$ cat src/hdl/gtl_pkg.sv
package gtl_pkg;

  typedef enum logic [2:0] {
    HELD_NONE,
    HELD_M,
    HELD_N,
    HELD_SM,
    HELD_SN
  } held_e;

  // character codes
  localparam logic [7:0] CODE_UP_MU  = 8'd204;
  localparam logic [7:0] CODE_UP_NU  = 8'd205;
  localparam logic [7:0] CODE_LO_MU  = 8'd236;
  localparam logic [7:0] CODE_LO_NU  = 8'd237;
  localparam logic [7:0] CODE_UP_PI  = 8'd208;
  localparam logic [7:0] CODE_LO_PI  = 8'd240;
  localparam logic [7:0] CODE_UP_TAU = 8'd212;
  localparam logic [7:0] CODE_LO_TAU = 8'd244;

  localparam logic [7:0] CH_APOS  = 8'd39;
  localparam logic [7:0] CH_QUOTE = 8'd34;

  localparam int unsigned RUN_MAX = 4;

  // one run of up to four output characters, chars[0] goes out first
  typedef struct packed {
    logic [2:0]               len;
    logic [RUN_MAX-1:0][7:0]  chars;
  } run_t;

  typedef struct packed {
    logic [1:0]      len;
    logic [2:0][7:0] chars;
  } xlat_t;

  typedef struct packed {
    logic valid;
    run_t run;
  } runq_head_t;

  function automatic logic [7:0] upper_letter(input logic [4:0] idx);
    logic [7:0] ch;
    case (idx)
      5'd0:  ch = "A";
      5'd1:  ch = "V";
      5'd2:  ch = "G";
      5'd3:  ch = "D";
      5'd4:  ch = "E";
      5'd5:  ch = "Z";
      5'd6:  ch = "H";
      5'd7:  ch = "8";
      5'd8:  ch = "I";
      5'd9:  ch = "K";
      5'd10: ch = "L";
      5'd11: ch = "M";
      5'd12: ch = "N";
      5'd13: ch = "K";
      5'd14: ch = "O";
      5'd15: ch = "P";
      5'd16: ch = "R";
      5'd17: ch = "S";
      5'd18: ch = "T";
      5'd19: ch = "Y";
      5'd20: ch = "F";
      5'd21: ch = "X";
      5'd22: ch = "P";
      5'd23: ch = "W";
      default: ch = 8'd0;
    endcase
    return ch;
  endfunction

  function automatic logic [7:0] lower_letter(input logic [4:0] idx);
    logic [7:0] up;
    up = upper_letter(idx);
    return (up == "8") ? up : (up | 8'h20);
  endfunction

  function automatic logic [7:0] held_char(input held_e h);
    logic [7:0] ch;
    case (h)
      HELD_M:  ch = "M";
      HELD_N:  ch = "N";
      HELD_SM: ch = "m";
      HELD_SN: ch = "n";
      default: ch = 8'd0;
    endcase
    return ch;
  endfunction

  function automatic held_e hold_code(input logic [7:0] c);
    held_e h;
    case (c)
      CODE_UP_MU: h = HELD_M;
      CODE_UP_NU: h = HELD_N;
      CODE_LO_MU: h = HELD_SM;
      CODE_LO_NU: h = HELD_SN;
      default:    h = HELD_NONE;
    endcase
    return h;
  endfunction

  function automatic xlat_t xlat(input logic [7:0] c);
    xlat_t      x;
    logic [7:0] off;
    x.len   = 2'd1;
    x.chars = '0;
    x.chars[0] = c;
    off = 8'd0;
    if (c >= 8'd193 && c <= 8'd209) begin
      off = c - 8'd193;
      x.chars[0] = upper_letter(off[4:0]);
    end else if (c >= 8'd211 && c <= 8'd217) begin
      off = c - 8'd194;
      x.chars[0] = upper_letter(off[4:0]);
    end else if (c >= 8'd225 && c <= 8'd241) begin
      off = c - 8'd225;
      x.chars[0] = lower_letter(off[4:0]);
    end else if (c == 8'd242) begin
      x.chars[0] = "s";
    end else if (c >= 8'd243 && c <= 8'd249) begin
      off = c - 8'd226;
      x.chars[0] = lower_letter(off[4:0]);
    end

    // xi and psi take a trailing s
    if (c == 8'd206 || c == 8'd216) begin
      x.chars[1] = "S";
      x.len = 2'd2;
    end
    if (c == 8'd238 || c == 8'd248) begin
      x.chars[1] = "s";
      x.len = 2'd2;
    end

    case (c)
      8'd182: begin x.chars[0] = CH_APOS; x.chars[1] = "A"; x.len = 2'd2; end
      8'd184: begin x.chars[0] = CH_APOS; x.chars[1] = "E"; x.len = 2'd2; end
      8'd185: begin x.chars[0] = CH_APOS; x.chars[1] = "H"; x.len = 2'd2; end
      8'd186: begin x.chars[0] = CH_APOS; x.chars[1] = "I"; x.len = 2'd2; end
      8'd188: begin x.chars[0] = CH_APOS; x.chars[1] = "O"; x.len = 2'd2; end
      8'd190: begin x.chars[0] = CH_APOS; x.chars[1] = "Y"; x.len = 2'd2; end
      8'd191: begin x.chars[0] = CH_APOS; x.chars[1] = "W"; x.len = 2'd2; end
      8'd192: begin
        x.chars[0] = "i"; x.chars[1] = CH_APOS; x.chars[2] = CH_QUOTE; x.len = 2'd3;
      end
      8'd218: begin x.chars[0] = "I"; x.chars[1] = CH_QUOTE; x.len = 2'd2; end
      8'd219: begin x.chars[0] = "Y"; x.chars[1] = CH_QUOTE; x.len = 2'd2; end
      8'd220: begin x.chars[0] = "a"; x.chars[1] = CH_APOS; x.len = 2'd2; end
      8'd221: begin x.chars[0] = "e"; x.chars[1] = CH_APOS; x.len = 2'd2; end
      8'd222: begin x.chars[0] = "h"; x.chars[1] = CH_APOS; x.len = 2'd2; end
      8'd223: begin x.chars[0] = "i"; x.chars[1] = CH_APOS; x.len = 2'd2; end
      8'd224: begin
        x.chars[0] = "y"; x.chars[1] = CH_APOS; x.chars[2] = CH_QUOTE; x.len = 2'd3;
      end
      8'd250: begin x.chars[0] = "i"; x.chars[1] = CH_QUOTE; x.len = 2'd2; end
      8'd251: begin x.chars[0] = "y"; x.chars[1] = CH_QUOTE; x.len = 2'd2; end
      8'd252: begin x.chars[0] = "o"; x.chars[1] = CH_APOS; x.len = 2'd2; end
      8'd253: begin x.chars[0] = "y"; x.chars[1] = CH_APOS; x.len = 2'd2; end
      8'd254: begin x.chars[0] = "w"; x.chars[1] = CH_APOS; x.len = 2'd2; end
      default: ;
    endcase
    return x;
  endfunction

endpackage

$ cat src/hdl/greek_to_latin_transliterator.sv
// a byte's run is written into the run queue, then its first character is loaded into the output register
// throughput: one byte accepted per cycle while the run queue has room
// output side: one character per cycle while the receiver pops, so a run of n characters
//   takes n output transactions; the run queue depth sets how far input runs ahead
// reset: asynchronous, active low; clears the held letter, queue and output valid
module greek_to_latin_transliterator import gtl_pkg::*; #(
  parameter int unsigned RUNQ_DEPTH = 4
) (
  input  logic       clk_i,
  input  logic       rst_ni,
  // input side, queue style
  input  logic       push,
  output logic       full,
  input  logic [7:0] in_byte_i,
  input  logic       end_of_stream_i,
  // result side, queue style
  output logic       empty,
  input  logic       pop,
  output logic [7:0] out_char_o,
  output logic       run_last_o
);

  logic       accept;
  logic       run_push;
  run_t       run;
  runq_head_t head;
  logic       head_pop;

  // an input transaction completes whenever the run queue is not full;
  // inputs that only set a held letter push nothing
  assign accept = push && !full;

  // front: held letter tracking and per-byte run building
  gtl_front u_front (
    .clk_i      (clk_i),
    .rst_ni     (rst_ni),
    .accept_i   (accept),
    .in_byte_i  (in_byte_i),
    .eos_i      (end_of_stream_i),
    .run_push_o (run_push),
    .run_o      (run)
  );

  // short queue of whole runs decouples the front from the serializer
  gtl_runq #(
    .DEPTH (RUNQ_DEPTH)
  ) u_runq (
    .clk_i  (clk_i),
    .rst_ni (rst_ni),
    .push_i (run_push),
    .run_i  (run),
    .pop_i  (head_pop),
    .full_o (full),
    .head_o (head)
  );

  // back: walks the head run one character per output transaction
  gtl_back u_back (
    .clk_i      (clk_i),
    .rst_ni     (rst_ni),
    .head_i     (head),
    .head_pop_o (head_pop),
    .pop_i      (pop),
    .empty_o    (empty),
    .out_char_o (out_char_o),
    .run_last_o (run_last_o)
  );

endmodule

$ cat src/hdl/gtl_front.sv
module gtl_front import gtl_pkg::*; (
  input  logic       clk_i,
  input  logic       rst_ni,
  input  logic       accept_i,
  input  logic [7:0] in_byte_i,
  input  logic       eos_i,
  output logic       run_push_o,
  output run_t       run_o
);

  held_e held_q, held_d;
  run_t  run;
  xlat_t x;
  held_e nxt;
  logic  pair_mb, pair_nd, pre;

  always_comb begin
    x       = xlat(in_byte_i);
    nxt     = hold_code(in_byte_i);
    pre     = (held_q != HELD_NONE);
    pair_mb = (held_q == HELD_M || held_q == HELD_SM) &&
              (in_byte_i == CODE_UP_PI || in_byte_i == CODE_LO_PI);
    pair_nd = (held_q == HELD_N || held_q == HELD_SN) &&
              (in_byte_i == CODE_UP_TAU || in_byte_i == CODE_LO_TAU);
    run     = '0;
    held_d  = HELD_NONE;

    if (pair_mb) begin
      run.len      = 3'd1;
      run.chars[0] = (held_q == HELD_SM && in_byte_i == CODE_LO_PI) ? 8'("b") : 8'("B");
    end else if (pair_nd) begin
      run.len      = 3'd1;
      run.chars[0] = (held_q == HELD_SN && in_byte_i == CODE_LO_TAU) ? 8'("d") : 8'("D");
    end else if (nxt == HELD_NONE) begin
      // plain byte, held letter (if any) goes out first
      if (pre) begin
        run.len   = {1'b0, x.len} + 3'd1;
        run.chars = {x.chars, held_char(held_q)};
      end else begin
        run.len   = {1'b0, x.len};
        run.chars = {8'd0, x.chars};
      end
    end else begin
      // new letter to hold; end of stream releases it right away
      if (pre) begin
        run.chars[0] = held_char(held_q);
        if (eos_i) begin
          run.chars[1] = held_char(nxt);
          run.len      = 3'd2;
        end else begin
          run.len = 3'd1;
          held_d  = nxt;
        end
      end else if (eos_i) begin
        run.chars[0] = held_char(nxt);
        run.len      = 3'd1;
      end else begin
        held_d = nxt;
      end
    end
  end

  assign run_o      = run;
  assign run_push_o = accept_i && (run.len != 3'd0);

  always_ff @(posedge clk_i or negedge rst_ni) begin
    if (!rst_ni) begin
      held_q <= HELD_NONE;
    end else if (accept_i) begin
      held_q <= held_d;
    end
  end

endmodule

$ cat src/hdl/gtl_runq.sv
module gtl_runq import gtl_pkg::*; #(
  parameter int unsigned DEPTH = 4
) (
  input  logic       clk_i,
  input  logic       rst_ni,
  input  logic       push_i,
  input  run_t       run_i,
  input  logic       pop_i,
  output logic       full_o,
  output runq_head_t head_o
);

  localparam int unsigned PtrW = (DEPTH > 1) ? $clog2(DEPTH) : 1;
  localparam int unsigned CntW = $clog2(DEPTH + 1);
  localparam logic [PtrW-1:0] PtrLast = PtrW'(DEPTH - 1);
  localparam logic [CntW-1:0] CntFull = CntW'(DEPTH);

  run_t            mem_q [DEPTH];
  logic [PtrW-1:0] wr_ptr_q, rd_ptr_q;
  logic [CntW-1:0] cnt_q;
  logic            do_push, do_pop;

  assign do_push = push_i && (cnt_q != CntFull);
  assign do_pop  = pop_i && (cnt_q != '0);

  assign full_o       = (cnt_q == CntFull);
  assign head_o.valid = (cnt_q != '0);
  assign head_o.run   = mem_q[rd_ptr_q];

  always_ff @(posedge clk_i) begin
    if (do_push) begin
      mem_q[wr_ptr_q] <= run_i;
    end
  end

  always_ff @(posedge clk_i or negedge rst_ni) begin
    if (!rst_ni) begin
      wr_ptr_q <= '0;
      rd_ptr_q <= '0;
      cnt_q    <= '0;
    end else begin
      if (do_push) begin
        wr_ptr_q <= (wr_ptr_q == PtrLast) ? '0 : wr_ptr_q + 1'b1;
      end
      if (do_pop) begin
        rd_ptr_q <= (rd_ptr_q == PtrLast) ? '0 : rd_ptr_q + 1'b1;
      end
      case ({do_push, do_pop})
        2'b10:   cnt_q <= cnt_q + 1'b1;
        2'b01:   cnt_q <= cnt_q - 1'b1;
        default: cnt_q <= cnt_q;
      endcase
    end
  end

endmodule

$ cat src/hdl/gtl_back.sv
module gtl_back import gtl_pkg::*; (
  input  logic       clk_i,
  input  logic       rst_ni,
  input  runq_head_t head_i,
  output logic       head_pop_o,
  input  logic       pop_i,
  output logic       empty_o,
  output logic [7:0] out_char_o,
  output logic       run_last_o
);

  logic [1:0] idx_q;
  logic       valid_q;
  logic [7:0] char_q;
  logic       last_q;
  logic       load, is_last;

  assign load       = head_i.valid && (!valid_q || pop_i);
  assign is_last    = ({1'b0, idx_q} == (head_i.run.len - 3'd1));
  assign head_pop_o = load && is_last;

  always_ff @(posedge clk_i) begin
    if (load) begin
      char_q <= head_i.run.chars[idx_q];
      last_q <= is_last;
    end
  end

  always_ff @(posedge clk_i or negedge rst_ni) begin
    if (!rst_ni) begin
      valid_q <= 1'b0;
      idx_q   <= '0;
    end else begin
      if (load) begin
        valid_q <= 1'b1;
        idx_q   <= is_last ? 2'd0 : idx_q + 2'd1;
      end else if (pop_i) begin
        valid_q <= 1'b0;
      end
    end
  end

  assign empty_o    = !valid_q;
  assign out_char_o = char_q;
  assign run_last_o = last_q;

endmodule

$ cat config.mk
export PLATFORM = sky130hd
export DESIGN_NAME = greek_to_latin_transliterator
export DESIGN_NICKNAME = d
export VERILOG_FILES = /design/src/hdl/gtl_pkg.sv /design/src/hdl/greek_to_latin_transliterator.sv /design/src/hdl/gtl_front.sv /design/src/hdl/gtl_runq.sv /design/src/hdl/gtl_back.sv
export SDC_FILE = /design/constraint.sdc
export NUM_CORES = 1
export LEC_CHECK = 0
export ABC_CLOCK_PERIOD_IN_PS = 4570
export BUFFER_PORTS_ARGS = -buffer_cell sky130_fd_sc_hd__buf_2
export CAP_MARGIN = 20
export CORE_MARGIN = 10
export CORE_UTILIZATION = 45
export CTS_BUF_LIST = sky130_fd_sc_hd__clkbuf_4 sky130_fd_sc_hd__clkbuf_8
export DETAILED_ROUTE_END_ITERATION = 8
export HOLD_SLACK_MARGIN = 0.02
export PLACE_DENSITY = 0.7
export SLEW_MARGIN = 30
export SYNTH_ARGS = -nofsm -noshare
export SYNTH_HDL_FRONTEND = slang
export SYNTH_SLANG_ARGS = --single-unit
$ cat constraint.sdc
create_clock -name clk_i -period 4.57 [get_ports clk_i]
set_input_delay 0.914 -clock clk_i [delete_from_list [all_inputs] [get_ports clk_i]]
set_output_delay 0.914 -clock clk_i [all_outputs]
set_load 0.02 [all_outputs]
==> summary.txt <==
Status
  • Result of the run: completed

Global routing
  • Total congestion overflow after global routing: 0
  • Largest net degree at the start of global routing: 36
  • Vias in the first global route: 5329
  • Number of antenna violations at the first check in global routing: 0
  • Aggregate global-route resource usage: 0.165
  • First-pass GRT wire length: 29.3 mm

Timing
  • Clock skew: 0.0121 ns
  • Number of pins exceeding their max-slew limit in the final report: 0
  • Relative slew slack: 0.489
  • Unrepaired setup endpoints after global routing: no
  • Period minus WS final: 3.86 ns
  • Achievable clock frequency: between 200 and 300 MHz
  • Worst Slack Setup Final: 0.713 ns
  • Part of the cycle the worst path needs: 0.844
  • Total Neg Setup Slack: 0 ns
  • Slew @ Worst Pin: 0.761 ns
  • Endpoints failing setup: 0
  • Final hold violation count: 0

Setup path
  • Critical register-to-register path endpoint: u_runq.cnt_q[2]
  • Critical Setup Path Class: input pin to register
  • Reg2Reg Depth: 12
  • Critical path fanouts, max: 12
  • R2r setup slk: 1.04 ns
  • Data arrival time at the worst-slack endpoint: 4.21 ns
  • Startpoint type of the worst setup path: input pin
  • Data required time at the worst endpoint: 4.92 ns
  • Critical path endpoint category: register
  • Launch point of the critical path: in_byte_i[0]
  • Crit Reg-Reg Startpoint: u_runq.rd_ptr_q[0]

Power and ir drop
  • Power Total: 4.10 mW
  • Pleak: 3.02 nW
  • Max rail drop VDD: roughly 0.28 mV
  • PD cells: between 400 and 500 nW/um^2

Clock tree
  • Resized Gates After CTS: 0
  • Clock buffer count from CTS: 17
  • CTS tree: built
  • Worst skew pair latency: approximately 0.43 ns
  • Hold buffer count at cts: 0
  • Clk pin slew, worst setup/hold paths: 0.07 ns
  • Htree depth: 4
  • Buffer count from post-CTS setup fixing: 0
  • Buffer levels on the longest clock path: 2
  • Clk sinks: 126
  • CTS root buf: sky130_fd_sc_hd__clkbuf_8

Placed design
  • Total of buffers placed on input and output ports: 23
  • Placed cell count: 868
  • Pre-CTS setup slack: 0.309 ns
  • Placed cell areas: ~8000 um^2
  • Global placer's final weighted congestion: 0.929
  • HPWL after DPL: between 10 and 15 mm

Drt
  • Number of DRC violations after detailed-routing iteration 0: about 450
  • First drt pass iteration count: 5
  • Via count: 5448
  • DRC: 0
  • Count of antenna-violating nets left after detailed routing: 0
  • Detailed Route WL: 18.4 mm
  • Drt wl/cell: 20.4 um
  • Vias/cell: just over 6

Logic synthesis
  • Ys flop type: sky130_fd_sc_hd__edfxtp_1
  • Count of yosys warnings during synthesis: 0
  • EDFF count, synth: between 100 and 150
  • Per-instance average area after synthesis: 11.8 um^2
  • Total standard cell area after synthesis: 7610 um^2
  • Sequential-to-total area share from yosys stat: 0.489
  • Cell count after synthesis: 642
  • Synth async-reset ratio: 0.103
  • Mapped Nets: 674
  • Number of synthesized register bits: between 100 and 150
  • Unique masters post-synth: 93

Floorplanning
  • Starting Density: 0.459
  • Floorplan die width: about 150 um
  • Top-level I/O count: 24
  • Count of standard-cell rows: 47
  • Area of the core region: 16600 um^2
  • Overall die area: 22500 um^2
  • Die Ht: 150 um

Finish
  • Layout Area Growth over Synthesis: 11.0%
  • Non-filler instance count after layout: 900
  • Post-route cell area: 8440 um^2
  • Filler instances: between 1000 and 1500
  • FF+latch area: 3720 um^2
  • Antenna diodes: 0
  • # nets final: 699
  • Commonest non-fill, non-tap cell in the layout: sky130_fd_sc_hd__edfxtp_1
  • Fraction of final layout cells sized beyond drive strength 1: 0.224
  • Commonest cells after routing, fill and taps aside: sky130_fd_sc_hd__edfxtp_1 (113), sky130_fd_sc_hd__nor2_1 (43), sky130_fd_sc_hd__nand2_1 (38)
  • Area of combinational cells with multiple inputs: 3490 um^2

Worst hold path
  • Hold Crit Class: input pin to asynchronous set/reset pin

Job
  • Count of max-cap constraint violations: 0
-- state kept, by name, indices dropped and copies added (netlist names) --
register	cells
u_back.run_last_o	1
u_back.idx_q	2
u_front.held_q	3
u_back.valid_q	1
u_back.out_char_o	8
u_runq.rd_ptr_q	2
u_runq.mem_q	104
u_runq.wr_ptr_q	2
u_runq.cnt_q	3
-- per-stage QoR --
step | util | hold WS, ns
5_1_grt | 0.509 | 0.367
3_5_place_dp | 0.483 | 0.517
4_1_cts | 0.509 | 0.355
3_3_place_gp | 0.483 | 0.480
2_1_floorplan | - | 0.464
6_report | 0.509 | 0.366
-- per-layer routing --
metal,vias to the layer above,routed length (um),GRT usage,share of wire
met3,29,740,0.0220,0.040
met4,0,439,0.0695,0.024
met5,-,0,0,0
met2,174,9290,0.276,0.51
li1,2524,-,-,-
met1,2721,7910,0.211,0.43
-- cell families after synthesis --
| family | after synthesis | synth area share |
|---|---|---|
| flip-flops | 126 | 0.489 |
| AO/OA/AOI/OAI | 158 | 0.149 |
| AND/OR/NAND/NOR | 198 | 0.142 |
| XOR/XNOR | 15 | 0.0227 |
| multiplexers | 47 | 0.111 |
| adder cells (fa/ha/maj) | 20 | 0.0336 |
| buffers and inverters | 78 | 0.0526 |
-- worst max path at each step --
| stage | slack, ns | cells past startpoint | endpoint |
|---|---|---|---|
| CTS | 0.76 | 15 | u_runq.cnt_q[2] |
| global route | 0.54 | 11 | u_runq.mem_q[1][13] |
| floorplan | 0.53 | 16 | u_runq.cnt_q[2] |
| finish | 0.71 | 15 | u_runq.cnt_q[2] |
| global placement | 0.40 | 15 | u_runq.cnt_q[2] |
| detailed placement | 0.31 | 15 | u_runq.cnt_q[2] |
-- cells in the mapped netlist (9+ instances only) --
library cell,number,area (um^2)
sky130_fd_sc_hd__o22ai_1,10,62.6
sky130_fd_sc_hd__a21oi_1,29,145
sky130_fd_sc_hd__mux4_2,29,653
sky130_fd_sc_hd__nor3_1,21,105
sky130_fd_sc_hd__mux2i_1,13,130
sky130_fd_sc_hd__and2_1,10,62.6
sky130_fd_sc_hd__a211oi_1,11,82.6
sky130_fd_sc_hd__buf_6,9,101
sky130_fd_sc_hd__buf_2,17,85.1
sky130_fd_sc_hd__o21ai_0,32,160
sky130_fd_sc_hd__edfxtp_1,113,3390
sky130_fd_sc_hd__nand2b_1,9,56.3
sky130_fd_sc_hd__clkbuf_1,17,63.8
sky130_fd_sc_hd__dfrtp_1,13,325
sky130_fd_sc_hd__nand3_1,17,85.1
sky130_fd_sc_hd__ha_1,18,225
sky130_fd_sc_hd__inv_1,30,113
sky130_fd_sc_hd__o211ai_1,13,97.6
sky130_fd_sc_hd__nand2_1,38,143
sky130_fd_sc_hd__nor2_1,43,161
-- critical path: stages --
cell and delay (ns):
sky130_fd_sc_hd__buf_2 0.10, sky130_fd_sc_hd__inv_1 0.23, sky130_fd_sc_hd__ha_1 0.46, sky130_fd_sc_hd__nor2_1 0.11, sky130_fd_sc_hd__or4_1 0.70, sky130_fd_sc_hd__o221a_2 0.35
sky130_fd_sc_hd__nand3_2 0.10, sky130_fd_sc_hd__o21ai_4 0.06, sky130_fd_sc_hd__inv_1 0.05, sky130_fd_sc_hd__ha_1 0.16, sky130_fd_sc_hd__inv_1 0.07, sky130_fd_sc_hd__fa_1 0.43
sky130_fd_sc_hd__xor2_1 0.16, sky130_fd_sc_hd__nor2_1 0.12, sky130_fd_sc_hd__xor2_1 0.18
-- final cells by class --
cell class                      instances  area share
Sequential cell                       126       0.441
Multi-Input combinational cell        438       0.413
Timing Repair Buffer                   54      0.0486
Clock buffer                           21      0.0327
Tap cell                              220      0.0326
Clock inverter                         11      0.0191
Inverter                               30      0.0133
-- where the power goes --
part / internal (mW) / total, mW / switching, mW / leakage (nW)
Clock: 0.633 / 1.04 / 0.404 / 0.231
Combinational: 0.608 / 1.34 / 0.728 / 1.57
Sequential: 1.59 / 1.73 / 0.131 / 1.21
(Power assumes the default switching activity.)
